==> src/rtl/rqs_pkg.sv <==
package rqs_pkg;

    localparam int QueueDepthDefault = 16;

    localparam logic [1:0] POLICY_FIFO     = 2'd0;
    localparam logic [1:0] POLICY_SHORTEST = 2'd1;
    localparam logic [1:0] POLICY_LOTTERY  = 2'd2;

    localparam logic [1:0] ST_PUSHED = 2'd0;
    localparam logic [1:0] ST_POPPED = 2'd1;
    localparam logic [1:0] ST_EMPTY  = 2'd2;
    localparam logic [1:0] ST_FULL   = 2'd3;

    localparam logic KIND_PUSH = 1'b0;
    localparam logic KIND_POP  = 1'b1;

    typedef struct packed {
        logic        kind;
        logic [15:0] new_pid;
        logic [3:0]  burst_time;
        logic [3:0]  tickets;
        logic [15:0] random_draw;
    } request_t;

    typedef struct packed {
        logic [1:0]  status;
        logic [15:0] out_pid;
        logic [3:0]  out_burst;
        logic [3:0]  out_tickets;
        logic [4:0]  occupancy;
    } result_t;

    typedef enum logic [3:0] {
        S_IDLE,
        S_PUSH,
        S_SCAN_REQ,
        S_SCAN,
        S_MOD,
        S_PICK_REQ,
        S_PICK,
        S_READ_REQ,
        S_READ,
        S_SHIFT_REQ,
        S_SHIFT,
        S_DONE
    } exec_state_t;

endpackage

==> src/rtl/rqs_ram.sv <==
module rqs_ram #(
    parameter int WIDTH = 24,
    parameter int DEPTH = 16
) (
    input  logic                     clk,
    input  logic                     wr_en,
    input  logic [$clog2(DEPTH)-1:0] wr_addr,
    input  logic [WIDTH-1:0]         wr_data,
    input  logic [$clog2(DEPTH)-1:0] rd_addr,
    output logic [WIDTH-1:0]         rd_data
);

    logic [WIDTH-1:0] mem [DEPTH];

    always_ff @(posedge clk)
    begin
        if (wr_en)
        begin
            mem[wr_addr] <= wr_data;
        end
        rd_data <= mem[rd_addr];
    end

endmodule

==> src/rtl/rqs_front.sv <==
module rqs_front (
    input  logic              clk,
    input  logic              rst_n,
    input  logic              start,
    input  rqs_pkg::request_t req,
    input  logic              take,
    output logic              busy,
    output logic              q_valid,
    output rqs_pkg::request_t q_req
);

    // one-entry request queue; zero tickets stored as one
    logic              valid_reg;
    rqs_pkg::request_t req_reg;
    rqs_pkg::request_t req_next;

    always_comb
    begin
        req_next = req;
        if (req.tickets == 4'd0)
        begin
            req_next.tickets = 4'd1;
        end
    end

    always_ff @(posedge clk or negedge rst_n)
    begin
        if (!rst_n)
        begin
            valid_reg <= 1'b0;
        end
        else if (start && !busy)
        begin
            valid_reg <= 1'b1;
        end
        else if (take)
        begin
            valid_reg <= 1'b0;
        end
    end

    always_ff @(posedge clk)
    begin
        if (start && !busy)
        begin
            req_reg <= req_next;
        end
    end

    assign busy    = valid_reg;
    assign q_valid = valid_reg;
    assign q_req   = req_reg;

endmodule

==> src/rtl/rqs_back.sv <==
module rqs_back #(
    parameter int QUEUE_DEPTH = rqs_pkg::QueueDepthDefault
) (
    input  logic              clk,
    input  logic              rst_n,
    input  logic [1:0]        policy,
    input  logic              q_valid,
    input  rqs_pkg::request_t q_req,
    output logic              take,
    output logic              res_strobe,
    output rqs_pkg::result_t  res
);

    localparam int AW = (QUEUE_DEPTH > 1) ? $clog2(QUEUE_DEPTH) : 1;
    localparam int CW = $clog2(QUEUE_DEPTH + 1);
    localparam int TW = CW + 4;

    rqs_pkg::exec_state_t state_reg, state_next;
    rqs_pkg::request_t    cur_reg;
    logic [CW-1:0]        count_reg;
    logic [CW-1:0]        idx_reg;
    logic [AW-1:0]        sel_reg;
    logic [3:0]           best_reg;
    logic [TW-1:0]        total_reg, sum_reg;
    logic [15:0]          rem_reg;
    logic [4:0]           mbit_reg;
    rqs_pkg::result_t     res_reg;
    logic                 strobe_reg;
    logic                 found_reg;

    logic          wr_en;
    logic [AW-1:0] wr_addr, rd_addr;
    logic [23:0]   wr_data, rd_data;

    rqs_ram #(.WIDTH(24), .DEPTH(QUEUE_DEPTH)) u_ram (
        .clk     (clk),
        .wr_en   (wr_en),
        .wr_addr (wr_addr),
        .wr_data (wr_data),
        .rd_addr (rd_addr),
        .rd_data (rd_data)
    );

    logic [CW-1:0] idx_inc;
    logic [TW-1:0] sum_inc;
    logic [16:0]   rem_sh;
    logic [16:0]   rem_try;
    logic          is_full, is_empty;

    assign idx_inc  = idx_reg + CW'(1);
    assign sum_inc  = sum_reg + TW'(rd_data[3:0]);
    assign is_full  = (count_reg == CW'(QUEUE_DEPTH));
    assign is_empty = (count_reg == '0);
    // restoring remainder: one bit of the draw a cycle
    assign rem_sh   = {rem_reg, 1'b0};

    always_comb
    begin
        rem_try = 17'(rem_sh | 17'(cur_reg.random_draw[mbit_reg[3:0]]));
        if (rem_try >= 17'(total_reg))
        begin
            rem_try = rem_try - 17'(total_reg);
        end
    end

    always_comb
    begin
        state_next = state_reg;
        unique case (state_reg)
            rqs_pkg::S_IDLE:
            begin
                if (q_valid)
                begin
                    if (q_req.kind == rqs_pkg::KIND_PUSH)
                        state_next = rqs_pkg::S_PUSH;
                    else if (is_empty)
                        state_next = rqs_pkg::S_DONE;
                    else if (policy == rqs_pkg::POLICY_SHORTEST
                             || policy == rqs_pkg::POLICY_LOTTERY)
                        state_next = rqs_pkg::S_SCAN_REQ;
                    else
                        state_next = rqs_pkg::S_READ_REQ;
                end
            end
            rqs_pkg::S_PUSH:      state_next = rqs_pkg::S_DONE;
            rqs_pkg::S_SCAN_REQ:  state_next = rqs_pkg::S_SCAN;
            rqs_pkg::S_SCAN:
            begin
                if (idx_inc == count_reg)
                    state_next = (policy == rqs_pkg::POLICY_LOTTERY) ?
                        rqs_pkg::S_MOD : rqs_pkg::S_READ_REQ;
                else
                    state_next = rqs_pkg::S_SCAN_REQ;
            end
            rqs_pkg::S_MOD:
            begin
                if (mbit_reg == 5'd0)
                    state_next = rqs_pkg::S_PICK_REQ;
            end
            rqs_pkg::S_PICK_REQ:  state_next = rqs_pkg::S_PICK;
            rqs_pkg::S_PICK:
            begin
                if (found_reg || idx_inc == count_reg)
                    state_next = rqs_pkg::S_READ_REQ;
                else
                    state_next = rqs_pkg::S_PICK_REQ;
            end
            rqs_pkg::S_READ_REQ:  state_next = rqs_pkg::S_READ;
            rqs_pkg::S_READ:
            begin
                if (CW'(sel_reg) + CW'(1) >= count_reg)
                    state_next = rqs_pkg::S_DONE;
                else
                    state_next = rqs_pkg::S_SHIFT_REQ;
            end
            rqs_pkg::S_SHIFT_REQ: state_next = rqs_pkg::S_SHIFT;
            rqs_pkg::S_SHIFT:
            begin
                // count_reg already holds the reduced count here
                if (idx_inc >= count_reg)
                    state_next = rqs_pkg::S_DONE;
                else
                    state_next = rqs_pkg::S_SHIFT_REQ;
            end
            rqs_pkg::S_DONE:      state_next = rqs_pkg::S_IDLE;
            default:              state_next = rqs_pkg::S_IDLE;
        endcase
    end

    always_comb
    begin
        wr_en   = 1'b0;
        wr_addr = AW'(count_reg);
        wr_data = {cur_reg.new_pid, cur_reg.burst_time, cur_reg.tickets};
        rd_addr = AW'(idx_reg);
        take    = 1'b0;
        unique case (state_reg)
            rqs_pkg::S_IDLE:
            begin
                take = q_valid;
            end
            rqs_pkg::S_PUSH:
            begin
                wr_en = !is_full;
            end
            rqs_pkg::S_READ_REQ:
            begin
                rd_addr = sel_reg;
            end
            rqs_pkg::S_SHIFT_REQ:
            begin
                rd_addr = AW'(idx_inc);
            end
            rqs_pkg::S_SHIFT:
            begin
                wr_en   = 1'b1;
                wr_addr = AW'(idx_reg);
                wr_data = rd_data;
            end
            default:
            begin
            end
        endcase
    end

    always_ff @(posedge clk or negedge rst_n)
    begin
        if (!rst_n)
        begin
            state_reg  <= rqs_pkg::S_IDLE;
            count_reg  <= '0;
            strobe_reg <= 1'b0;
        end
        else
        begin
            state_reg  <= state_next;
            strobe_reg <= (state_reg == rqs_pkg::S_DONE);
            if (state_reg == rqs_pkg::S_PUSH && !is_full)
                count_reg <= count_reg + CW'(1);
            if (state_reg == rqs_pkg::S_READ)
                count_reg <= count_reg - CW'(1);
        end
    end

    always_ff @(posedge clk)
    begin
        unique case (state_reg)
            rqs_pkg::S_IDLE:
            begin
                cur_reg   <= q_req;
                idx_reg   <= '0;
                sel_reg   <= '0;
                best_reg  <= 4'hf;
                total_reg <= '0;
                sum_reg   <= '0;
                rem_reg   <= '0;
                mbit_reg  <= 5'd15;
                found_reg <= 1'b0;
                res_reg   <= '0;
                res_reg.occupancy <= 5'(count_reg);
                if (q_req.kind == rqs_pkg::KIND_PUSH)
                    res_reg.status <= rqs_pkg::ST_PUSHED;
                else
                    res_reg.status <= rqs_pkg::ST_EMPTY;
            end
            rqs_pkg::S_PUSH:
            begin
                if (is_full)
                    res_reg.status <= rqs_pkg::ST_FULL;
                else
                    res_reg.occupancy <= 5'(count_reg + CW'(1));
            end
            rqs_pkg::S_SCAN:
            begin
                if (idx_reg == '0 || rd_data[7:4] < best_reg)
                begin
                    best_reg <= rd_data[7:4];
                    sel_reg  <= AW'(idx_reg);
                end
                total_reg <= sum_inc;
                sum_reg   <= sum_inc;
                idx_reg   <= (idx_inc == count_reg) ? '0 : idx_inc;
            end
            rqs_pkg::S_MOD:
            begin
                rem_reg  <= rem_try[15:0];
                mbit_reg <= mbit_reg - 5'd1;
                sum_reg  <= '0;
                sel_reg  <= '0;
            end
            rqs_pkg::S_PICK:
            begin
                if (!found_reg)
                begin
                    sum_reg <= sum_inc;
                    if (sum_inc > TW'(rem_reg))
                    begin
                        found_reg <= 1'b1;
                        sel_reg   <= AW'(idx_reg);
                    end
                    else
                    begin
                        idx_reg <= idx_inc;
                    end
                end
            end
            rqs_pkg::S_READ:
            begin
                res_reg.status      <= rqs_pkg::ST_POPPED;
                res_reg.out_pid     <= rd_data[23:8];
                res_reg.out_burst   <= rd_data[7:4];
                res_reg.out_tickets <= rd_data[3:0];
                res_reg.occupancy   <= 5'(count_reg - CW'(1));
                idx_reg             <= CW'(sel_reg);
            end
            rqs_pkg::S_SHIFT:
            begin
                idx_reg <= idx_inc;
            end
            default:
            begin
            end
        endcase
    end

    assign res_strobe = strobe_reg;
    assign res        = res_reg;

    a_count_bound: assert property (@(posedge clk) disable iff (!rst_n)
        count_reg <= CW'(QUEUE_DEPTH))
        else $error("occupancy beyond depth");
    a_one_take: assert property (@(posedge clk) disable iff (!rst_n)
        take |=> !take)
        else $error("request taken twice");
    a_strobe_after_done: assert property (@(posedge clk) disable iff (!rst_n)
        res_strobe |-> $past(state_reg) == rqs_pkg::S_DONE)
        else $error("result without completion");
    a_popped_data: assert property (@(posedge clk) disable iff (!rst_n)
        res_strobe && res.status != rqs_pkg::ST_POPPED |-> res.out_pid == '0)
        else $error("pid on non-pop result");

endmodule

==> src/rtl/ready_queue_scheduler_core.sv <==
// ready-queue scheduler core
// requests: drive req and pulse start while busy is low; the request is
// taken at that edge. kind selects push or pop of a process record.
// each request gives one result on res for a single cycle, marked by
// res_strobe; the receiver cannot hold it off.
// steps: a push writes the record at the tail; a fifo pop reads the record
// and then moves each record behind it up one slot; a shortest-job pop first
// scans every queued record, and a lottery pop adds a remainder step (one draw
// bit a cycle) and a ticket walk. all work goes through the record ram, one
// registered read a cycle. busy stays high from acceptance until the back end
// takes the request, so one request may wait while another is in progress.
// policy is written over the apb port (byte address 0); the user writes it
// only while idle, which the block itself does not enforce.
// reset empties the queue and sets the policy to fifo; no clearing pass.
module ready_queue_scheduler_core #(
    parameter int QUEUE_DEPTH = rqs_pkg::QueueDepthDefault
) (
    input  logic              clk,
    input  logic              rst_n,
    input  logic              start,
    output logic              busy,
    input  rqs_pkg::request_t req,
    output logic              res_strobe,
    output rqs_pkg::result_t  res,
    input  logic              psel,
    input  logic              penable,
    input  logic              pwrite,
    input  logic              paddr,
    input  logic [31:0]       pwdata,
    output logic [31:0]       prdata,
    output logic              pready
);

    logic              take, q_valid;
    rqs_pkg::request_t q_req;
    logic [1:0]        policy_reg;

    assign pready = 1'b1;

    always_ff @(posedge clk or negedge rst_n)
    begin
        if (!rst_n)
        begin
            policy_reg <= rqs_pkg::POLICY_FIFO;
        end
        else if (psel && penable && pwrite && !paddr)
        begin
            policy_reg <= pwdata[1:0];
        end
    end

    assign prdata = paddr ? 32'd0 : {30'd0, policy_reg};

    rqs_front u_front (
        .clk     (clk),
        .rst_n   (rst_n),
        .start   (start),
        .req     (req),
        .take    (take),
        .busy    (busy),
        .q_valid (q_valid),
        .q_req   (q_req)
    );

    rqs_back #(.QUEUE_DEPTH(QUEUE_DEPTH)) u_back (
        .clk        (clk),
        .rst_n      (rst_n),
        .policy     (policy_reg),
        .q_valid    (q_valid),
        .q_req      (q_req),
        .take       (take),
        .res_strobe (res_strobe),
        .res        (res)
    );

endmodule

==> config.mk <==
export PLATFORM = sky130hd
export DESIGN_NAME = ready_queue_scheduler_core
export DESIGN_NICKNAME = d
export VERILOG_FILES = /design/src/rtl/rqs_pkg.sv /design/src/rtl/rqs_ram.sv /design/src/rtl/rqs_front.sv /design/src/rtl/rqs_back.sv /design/src/rtl/ready_queue_scheduler_core.sv
export SDC_FILE = /design/constraint.sdc
export NUM_CORES = 1
export LEC_CHECK = 0
export BUFFER_PORTS_ARGS = -buffer_cell sky130_fd_sc_hd__buf_2
export CORE_MARGIN = 2
export CORE_UTILIZATION = 55
export DETAILED_ROUTE_END_ITERATION = 10
export PLACE_DENSITY_LB_ADDON = 0.25
export SYNTH_ARGS = -nofsm -noshare
export SYNTH_HDL_FRONTEND = slang
export SYNTH_HIERARCHICAL = 1
export SYNTH_SLANG_ARGS = --single-unit
==> constraint.sdc <==
create_clock -name clk -period 4.31 [get_ports clk]
set_clock_uncertainty 0.15 [all_clocks]
set_input_delay 0.431 -clock clk [delete_from_list [all_inputs] [get_ports clk]]
set_output_delay 0.431 -clock clk [all_outputs]
set_load 0.1 [all_outputs]
[Word-level counts from Yosys, hierarchy flattened]
Memory sizes are Yosys's and may differ from the RTL's. A register that Yosys moved wholly into a read port is not among the register bits.
Index checks and enable logic that the tools add are counted.
Operators by class
  equal/unequal tests: 23
  add/subtract/negate cells: 7
  muxes and demuxes: 50
  $lt $le $gt $ge: 6
  bitwise operators: 1
  reduce and logical (&&, ||, !) cells: 33
Operators by type and width (count)
  $pmux 24 s2: 1
  $pmux 4 s11: 1
  $mux 4: 10
  $pmux 16 s2: 1
  $mux 5: 6
  $pmux 9 s3: 1
  $pmux 5 s5: 1
  $mux 24: 1
  $pmux 9 s2: 1
  $ge 17x9->1: 1
  $or 17x1->17: 1
  $eq 4x3->1 const B: 4
  $eq 4x4->1 const B: 4
  $mux 16: 1
  $pmux 4 s2: 2
  $sub 16x9->16: 1
  $logic_not 5->1: 3
  $pmux 5 s3: 1
  $mux 2: 7
  $pmux 4 s3: 1
  $reduce_bool 2->1: 6
  $add 5x1->5 const B: 2
  $ge 5x5->1: 2
  $pmux 5 s2: 1
  30 further kinds: 60
Storage, ports and cells
  bits in registers: 178
  output and inout bits: 66
  RAM bits: 384
  memories kept: 1
Memory list
  u_back.u_ram.mem: depth 16, bits a word 24, read ports 1, clocked after Yosys merged registers in 1, wr ports 1, line rqs_ram.sv:13  | logic [WIDTH-1:0] mem [DEPTH];

[Depth between registers and ports, before layout]
  depth in word-level cells: 7
  mapped depth: 14

[Hierarchy]
The synthesis kept the hierarchy.
Modules (own cells, without submodules)
  rqs_ram: seq. area each 12011.5 um^2, instances 1, area each 14930.6 um^2, cells each 636
  rqs_back: seq. area each 3973.8 um^2, instances 1, area each 7309.5 um^2, cells each 639
  rqs_front: seq. area each 1256.2 um^2, instances 1, area each 1301.2 um^2, cells each 51
  ready_queue_scheduler_core: seq. area each 50.0 um^2, instances 1, area each 361.6 um^2, cells each 40

[Worst setup path after synthesis]
No wires, ideal clock.
  path type: register to register
  from: register u_back.state_reg[2]
  to: memory u_back.u_ram.mem[0][0] (enable)
  cell stages (with the launch flop): 9
  required time: 3.725 ns
  arrival time: 3.770 ns
  path slack: -0.045 ns
  setup time: 0.435 ns
  cell sequence: dfrtp_1 > clkbuf_1 > inv_1 > nand2_1 > nor2_1 > clkbuf_1 > o21ai_0 > or3b_2 > nor3_1
On the way
  elaborated cells between the ends (all ways): 6
RTL lines
  from (decl): line rqs_back.sv:18  | rqs_pkg::exec_state_t state_reg, state_next;
  from (signal assigned): line rqs_back.sv:170  | state_reg <= rqs_pkg::S_IDLE;
  from (signal assigned): line rqs_back.sv:176  | state_reg <= state_next;
  $eq 4x4->1: line rqs_back.sv:137  | unique case (state_reg)
  $mux 4: line rqs_back.sv:137
  named net u_back.wr_addr[2]: line rqs_back.sv:32  | logic [AW-1:0] wr_addr, rd_addr;
  to (decl): line rqs_ram.sv:13
The timed path passes the listed nets, and every way through them passes these cells.

[Worst setup path after layout]
  from: register u_back.sum_reg[0]
  to: register u_back.idx_reg[1] (enable)
On the way
  cells in the longest elaborated chain, start to end: 4
Ends and longest elaborated chain
  from (decl): line rqs_back.sv:24  | logic [TW-1:0] total_reg, sum_reg;
  from (signal assigned): line rqs_back.sv:221  | sum_reg <= sum_inc;
  from (signal assigned): line rqs_back.sv:235  | sum_reg <= sum_inc;
  $add 9x4->9: line rqs_back.sv:51  | assign sum_inc = sum_reg + TW'(rd_data[3:0]);
  named net u_back.sum_inc[6]: line rqs_back.sv:45  | logic [TW-1:0] sum_inc;
  $gt 9x9->1: line rqs_back.sv:236  | if (sum_inc > TW'(rem_reg))
  $ne 2x2->1 (no source line)
  $reduce_and 3->1 (no source line)
  to (signal assigned): line rqs_back.sv:243  | idx_reg <= idx_inc;
  to (signal assigned): line rqs_back.sv:254  | idx_reg <= CW'(sel_reg);
  to (signal assigned): line rqs_back.sv:258  | idx_reg <= idx_inc;
  to (decl): line rqs_back.sv:21  | logic [CW-1:0] idx_reg;
The timed path passes the listed nets, and every way through them passes these cells.
A chain may end at the register's enable or synchronous reset.

==> run summary <==
Status - finished, final reports clean
Slack of the critical path - 529 ps
Met1 GRT Util - 32.5%
Post-synthesis sequential area ratio - 72.3%
Fmax - 264 MHz
Deepest clock path buffer count - 3
Worst path slowest cell - fa_1
Top delay family on crit path - compound AO/OA/AOI/OAI gates
Crit-path most repeated cell - a21o_1
Vias/cell - 5.88
GR peak layer - met2
Dpl hpwl - 28100 um
Clk_lat worst skew - 630 ps
Max incr delay on CP - 400 ps
Sw frac - 34.3%
Routability cong. - 0.864
Fin cells - 2163
Max-cap violations - 0
Initial antenna violation count - 0
Cell Count Post-Placement - 2010
P&R area growth vs syn - 15.5%
PortBufs - 84
Seq pwr share - 39.0%
Comb pwr share - 34.4%
Post-Synthesis Cells - 1366
Final-layout fill cell count - 3009
Share of post-route cells with drive strength above 1 - 24.2%
M2 GR Usage - 37.6%
Clk pwr share - 26.6%
PD cells - 756 mW/mm^2
GRT Total Usage - 23.2%
CTS HTree Levels - 2
FFs w/ async S/R, synth - 2.22%
Final setup fails - 0
Core area - 0.0430 mm^2
WS Path Type - reg -> reg
Die Wd - 212 um
Crit start category - flop
Fin. Hold Viols - 0
Antenna Nets Post-Route - 0
Static Leak - 0.00964 uW
Via count - 12700
Initial Util - 55.6%
CP required - 4410 ps
Vias in the first global route - 12800
Seq cells post-synth - 586
Slew @ Worst Pin - 1150 ps
Critical path buffer and inverter count - 1
Largest net degree at the start of global routing - 97
TritonCTS clock tree - yes
TritonCTS Buffers - 57
Pre-CTS setup slack - 526 ps
Die area - 0.0451 mm^2
Max_slew headroom - 22.7%
Final setup TNS - 0 ps
Crit path capture type - flop
CTS sink count - 586
# nets final - 1653
I/O pins - 146
Ys flop type - edfxtp_1
Antenna cell count - 0
Initial DRC Count - 1253
Avg Cell Area, Syn - 17.5 um^2
Synthesized area - 0.0239 mm^2
CP max FO - 5
Routed len/inst - 23.7 um
Yosys cell types - 65
GR Overflow Total - 0
Final wirelength - 51300 um
GR Util met3 - 3.62%
Number of synthesized flops with an enable pin - 549
Cell at the root of the clock tree - clkbuf_16
Die Y - 212 um
Clk pin slew, worst setup/hold paths - 60 ps
NetSw - 7160 uW
Post CTS Setup Buffer Count - 0
Fin crit period - 3780 ps
Slew Limit Fails - 0
Yosys warns - 6
Min Hold Slack - 83.3 ps
RSZ-0062 raised after global routing - false
Min-Delay Path Class - in -> reg
P_int - 13700 uW
DRT Pass-1 Iters - 5
VDD IR-drop max - 0.496 mV
CP cell instances - ha_1, fa_1, a21o_1, a21oi_1, nor2_1, xnor2_1, inv_1, ha_1, a21o_1, a21o_1, a21o_1, nor2_1, a21oi_1, nor2_1
First-pass GRT wire length - 76600 um
FP Rows - 76
Final period utilization - 87.7%
WP data arrival - 3880 ps
CTS Hold Bufs - 45
Number of flip-flops in the largest register - 384
PostCTS Resize Cnt - 0
DRC violations left - 0
[path summary, 6_finish.rpt]
kind,start,endpoint,slack [ps],depth (start not counted)
worst min register to register,u_front/q_req[5],u_back/cur_reg[5],270,0
worst min-delay path,pwrite,policy_reg[1],80,3
worst max register to register,u_back/sum_reg[0],u_back/idx_reg[1],530,14
max in group asynchronous,rst_n,u_back/res_strobe,3660,2
worst max-delay path,u_back/sum_reg[0],u_back/idx_reg[1],530,14
min in group asynchronous,rst_n,u_back/count_reg[4],110,2
[tightest hold or removal path: cells and delay by family]
kind | cells | cell delay, ps
mux | 1 | 150
buf+inv | 1 | 120
simple gates | 1 | 90
[cells by family after synthesis]
family	Yosys count	share of synthesized area, %
flip-flops	586	72.3
AND/OR/NAND/NOR	267	5.55
AO/OA/AOI/OAI	166	4.61
buffers and inverters	137	2.94
multiplexers	133	11.0
adder cells (fa/ha/maj)	44	2.37
XOR/XNOR	31	1.14
other	2	0.0314
[layout by cell type, fill, tap and decap left out, types with 9 or more instances in the layout]
master         count
a21o_1             9
a21oi_1           31
a22oi_1           50
and3_1            28
buf_2             84
buf_4             33
bufinv_16         15
clkbuf_16         57
conb_1            31
dfrtp_1           13
dfxtp_1           24
dlygate4sd3_1     45
edfxtp_1         549
ha_1              42
inv_1             47
mux2_2            24
mux4_2           101
nand2_1           68
nand2b_1          10
nand3_1           11
nor2_1            69
nor2_2            15
nor2b_1            9
o21ai_0           37
xnor2_1           18
xor2_1            13
[power by group through the flow]
| stage | registers [uW] | clock network, uW | logic (uW) |
|---|---|---|---|
| 2_1_floorplan | 8710 | 0 | 4860 |
| 3_3_place_gp | 8220 | 0 | 6980 |
| 3_5_place_dp | 8250 | 0 | 7140 |
| 4_1_cts | 8150 | 5650 | 7220 |
| 5_1_grt | 8230 | 5850 | 7820 |
| 6_report | 8150 | 5550 | 7180 |
[through the flow]
step | utilization [%] | total power (uW) | area, um^2
3_3_place_gp | 58.3 | 15200 | 25000
2_1_floorplan | - | 13600 | 24000
3_5_place_dp | 58.3 | 15400 | 25000
5_1_grt | 64.3 | 21900 | 27600
4_1_cts | 64.3 | 21000 | 27600
6_report | 64.3 | 20900 | 27600
[area by class of cell]
| cell class | instances | area (um^2) | area share [%] |
|---|---|---|---|
| well taps | 585 | 732 | 2.65 |
| multi-input cells | 672 | 6130 | 22.2 |
| clock buffers | 69 | 1510 | 5.47 |
| repair buffers | 164 | 1160 | 4.19 |
| inverters | 48 | 180 | 0.652 |
| flip-flops and latches | 586 | 17300 | 62.6 |
| clock inverters | 39 | 617 | 2.23 |
[per-layer routing]
| metal | up-vias | wire length [um] |
|---|---|---|
| met5 | - | 0 |
| met4 | 0 | 1370 |
| met2 | 542 | 24900 |
| met1 | 6467 | 21200 |
| met3 | 92 | 3760 |
| li1 | 5617 | - |
[cell usage after synthesis (28+ instances only)]
master	instances	area, um^2
edfxtp_1	549	16500
mux4_2	101	2270
nor2_1	86	323
nand2_1	68	255
a22oi_1	50	375
inv_1	48	180
ha_1	42	526
o21ai_0	38	190
clkbuf_1	37	139
buf_4	32	240
a21oi_1	31	155
and3_1	28	175
Note: power is estimated with default switching activity, not from simulation.
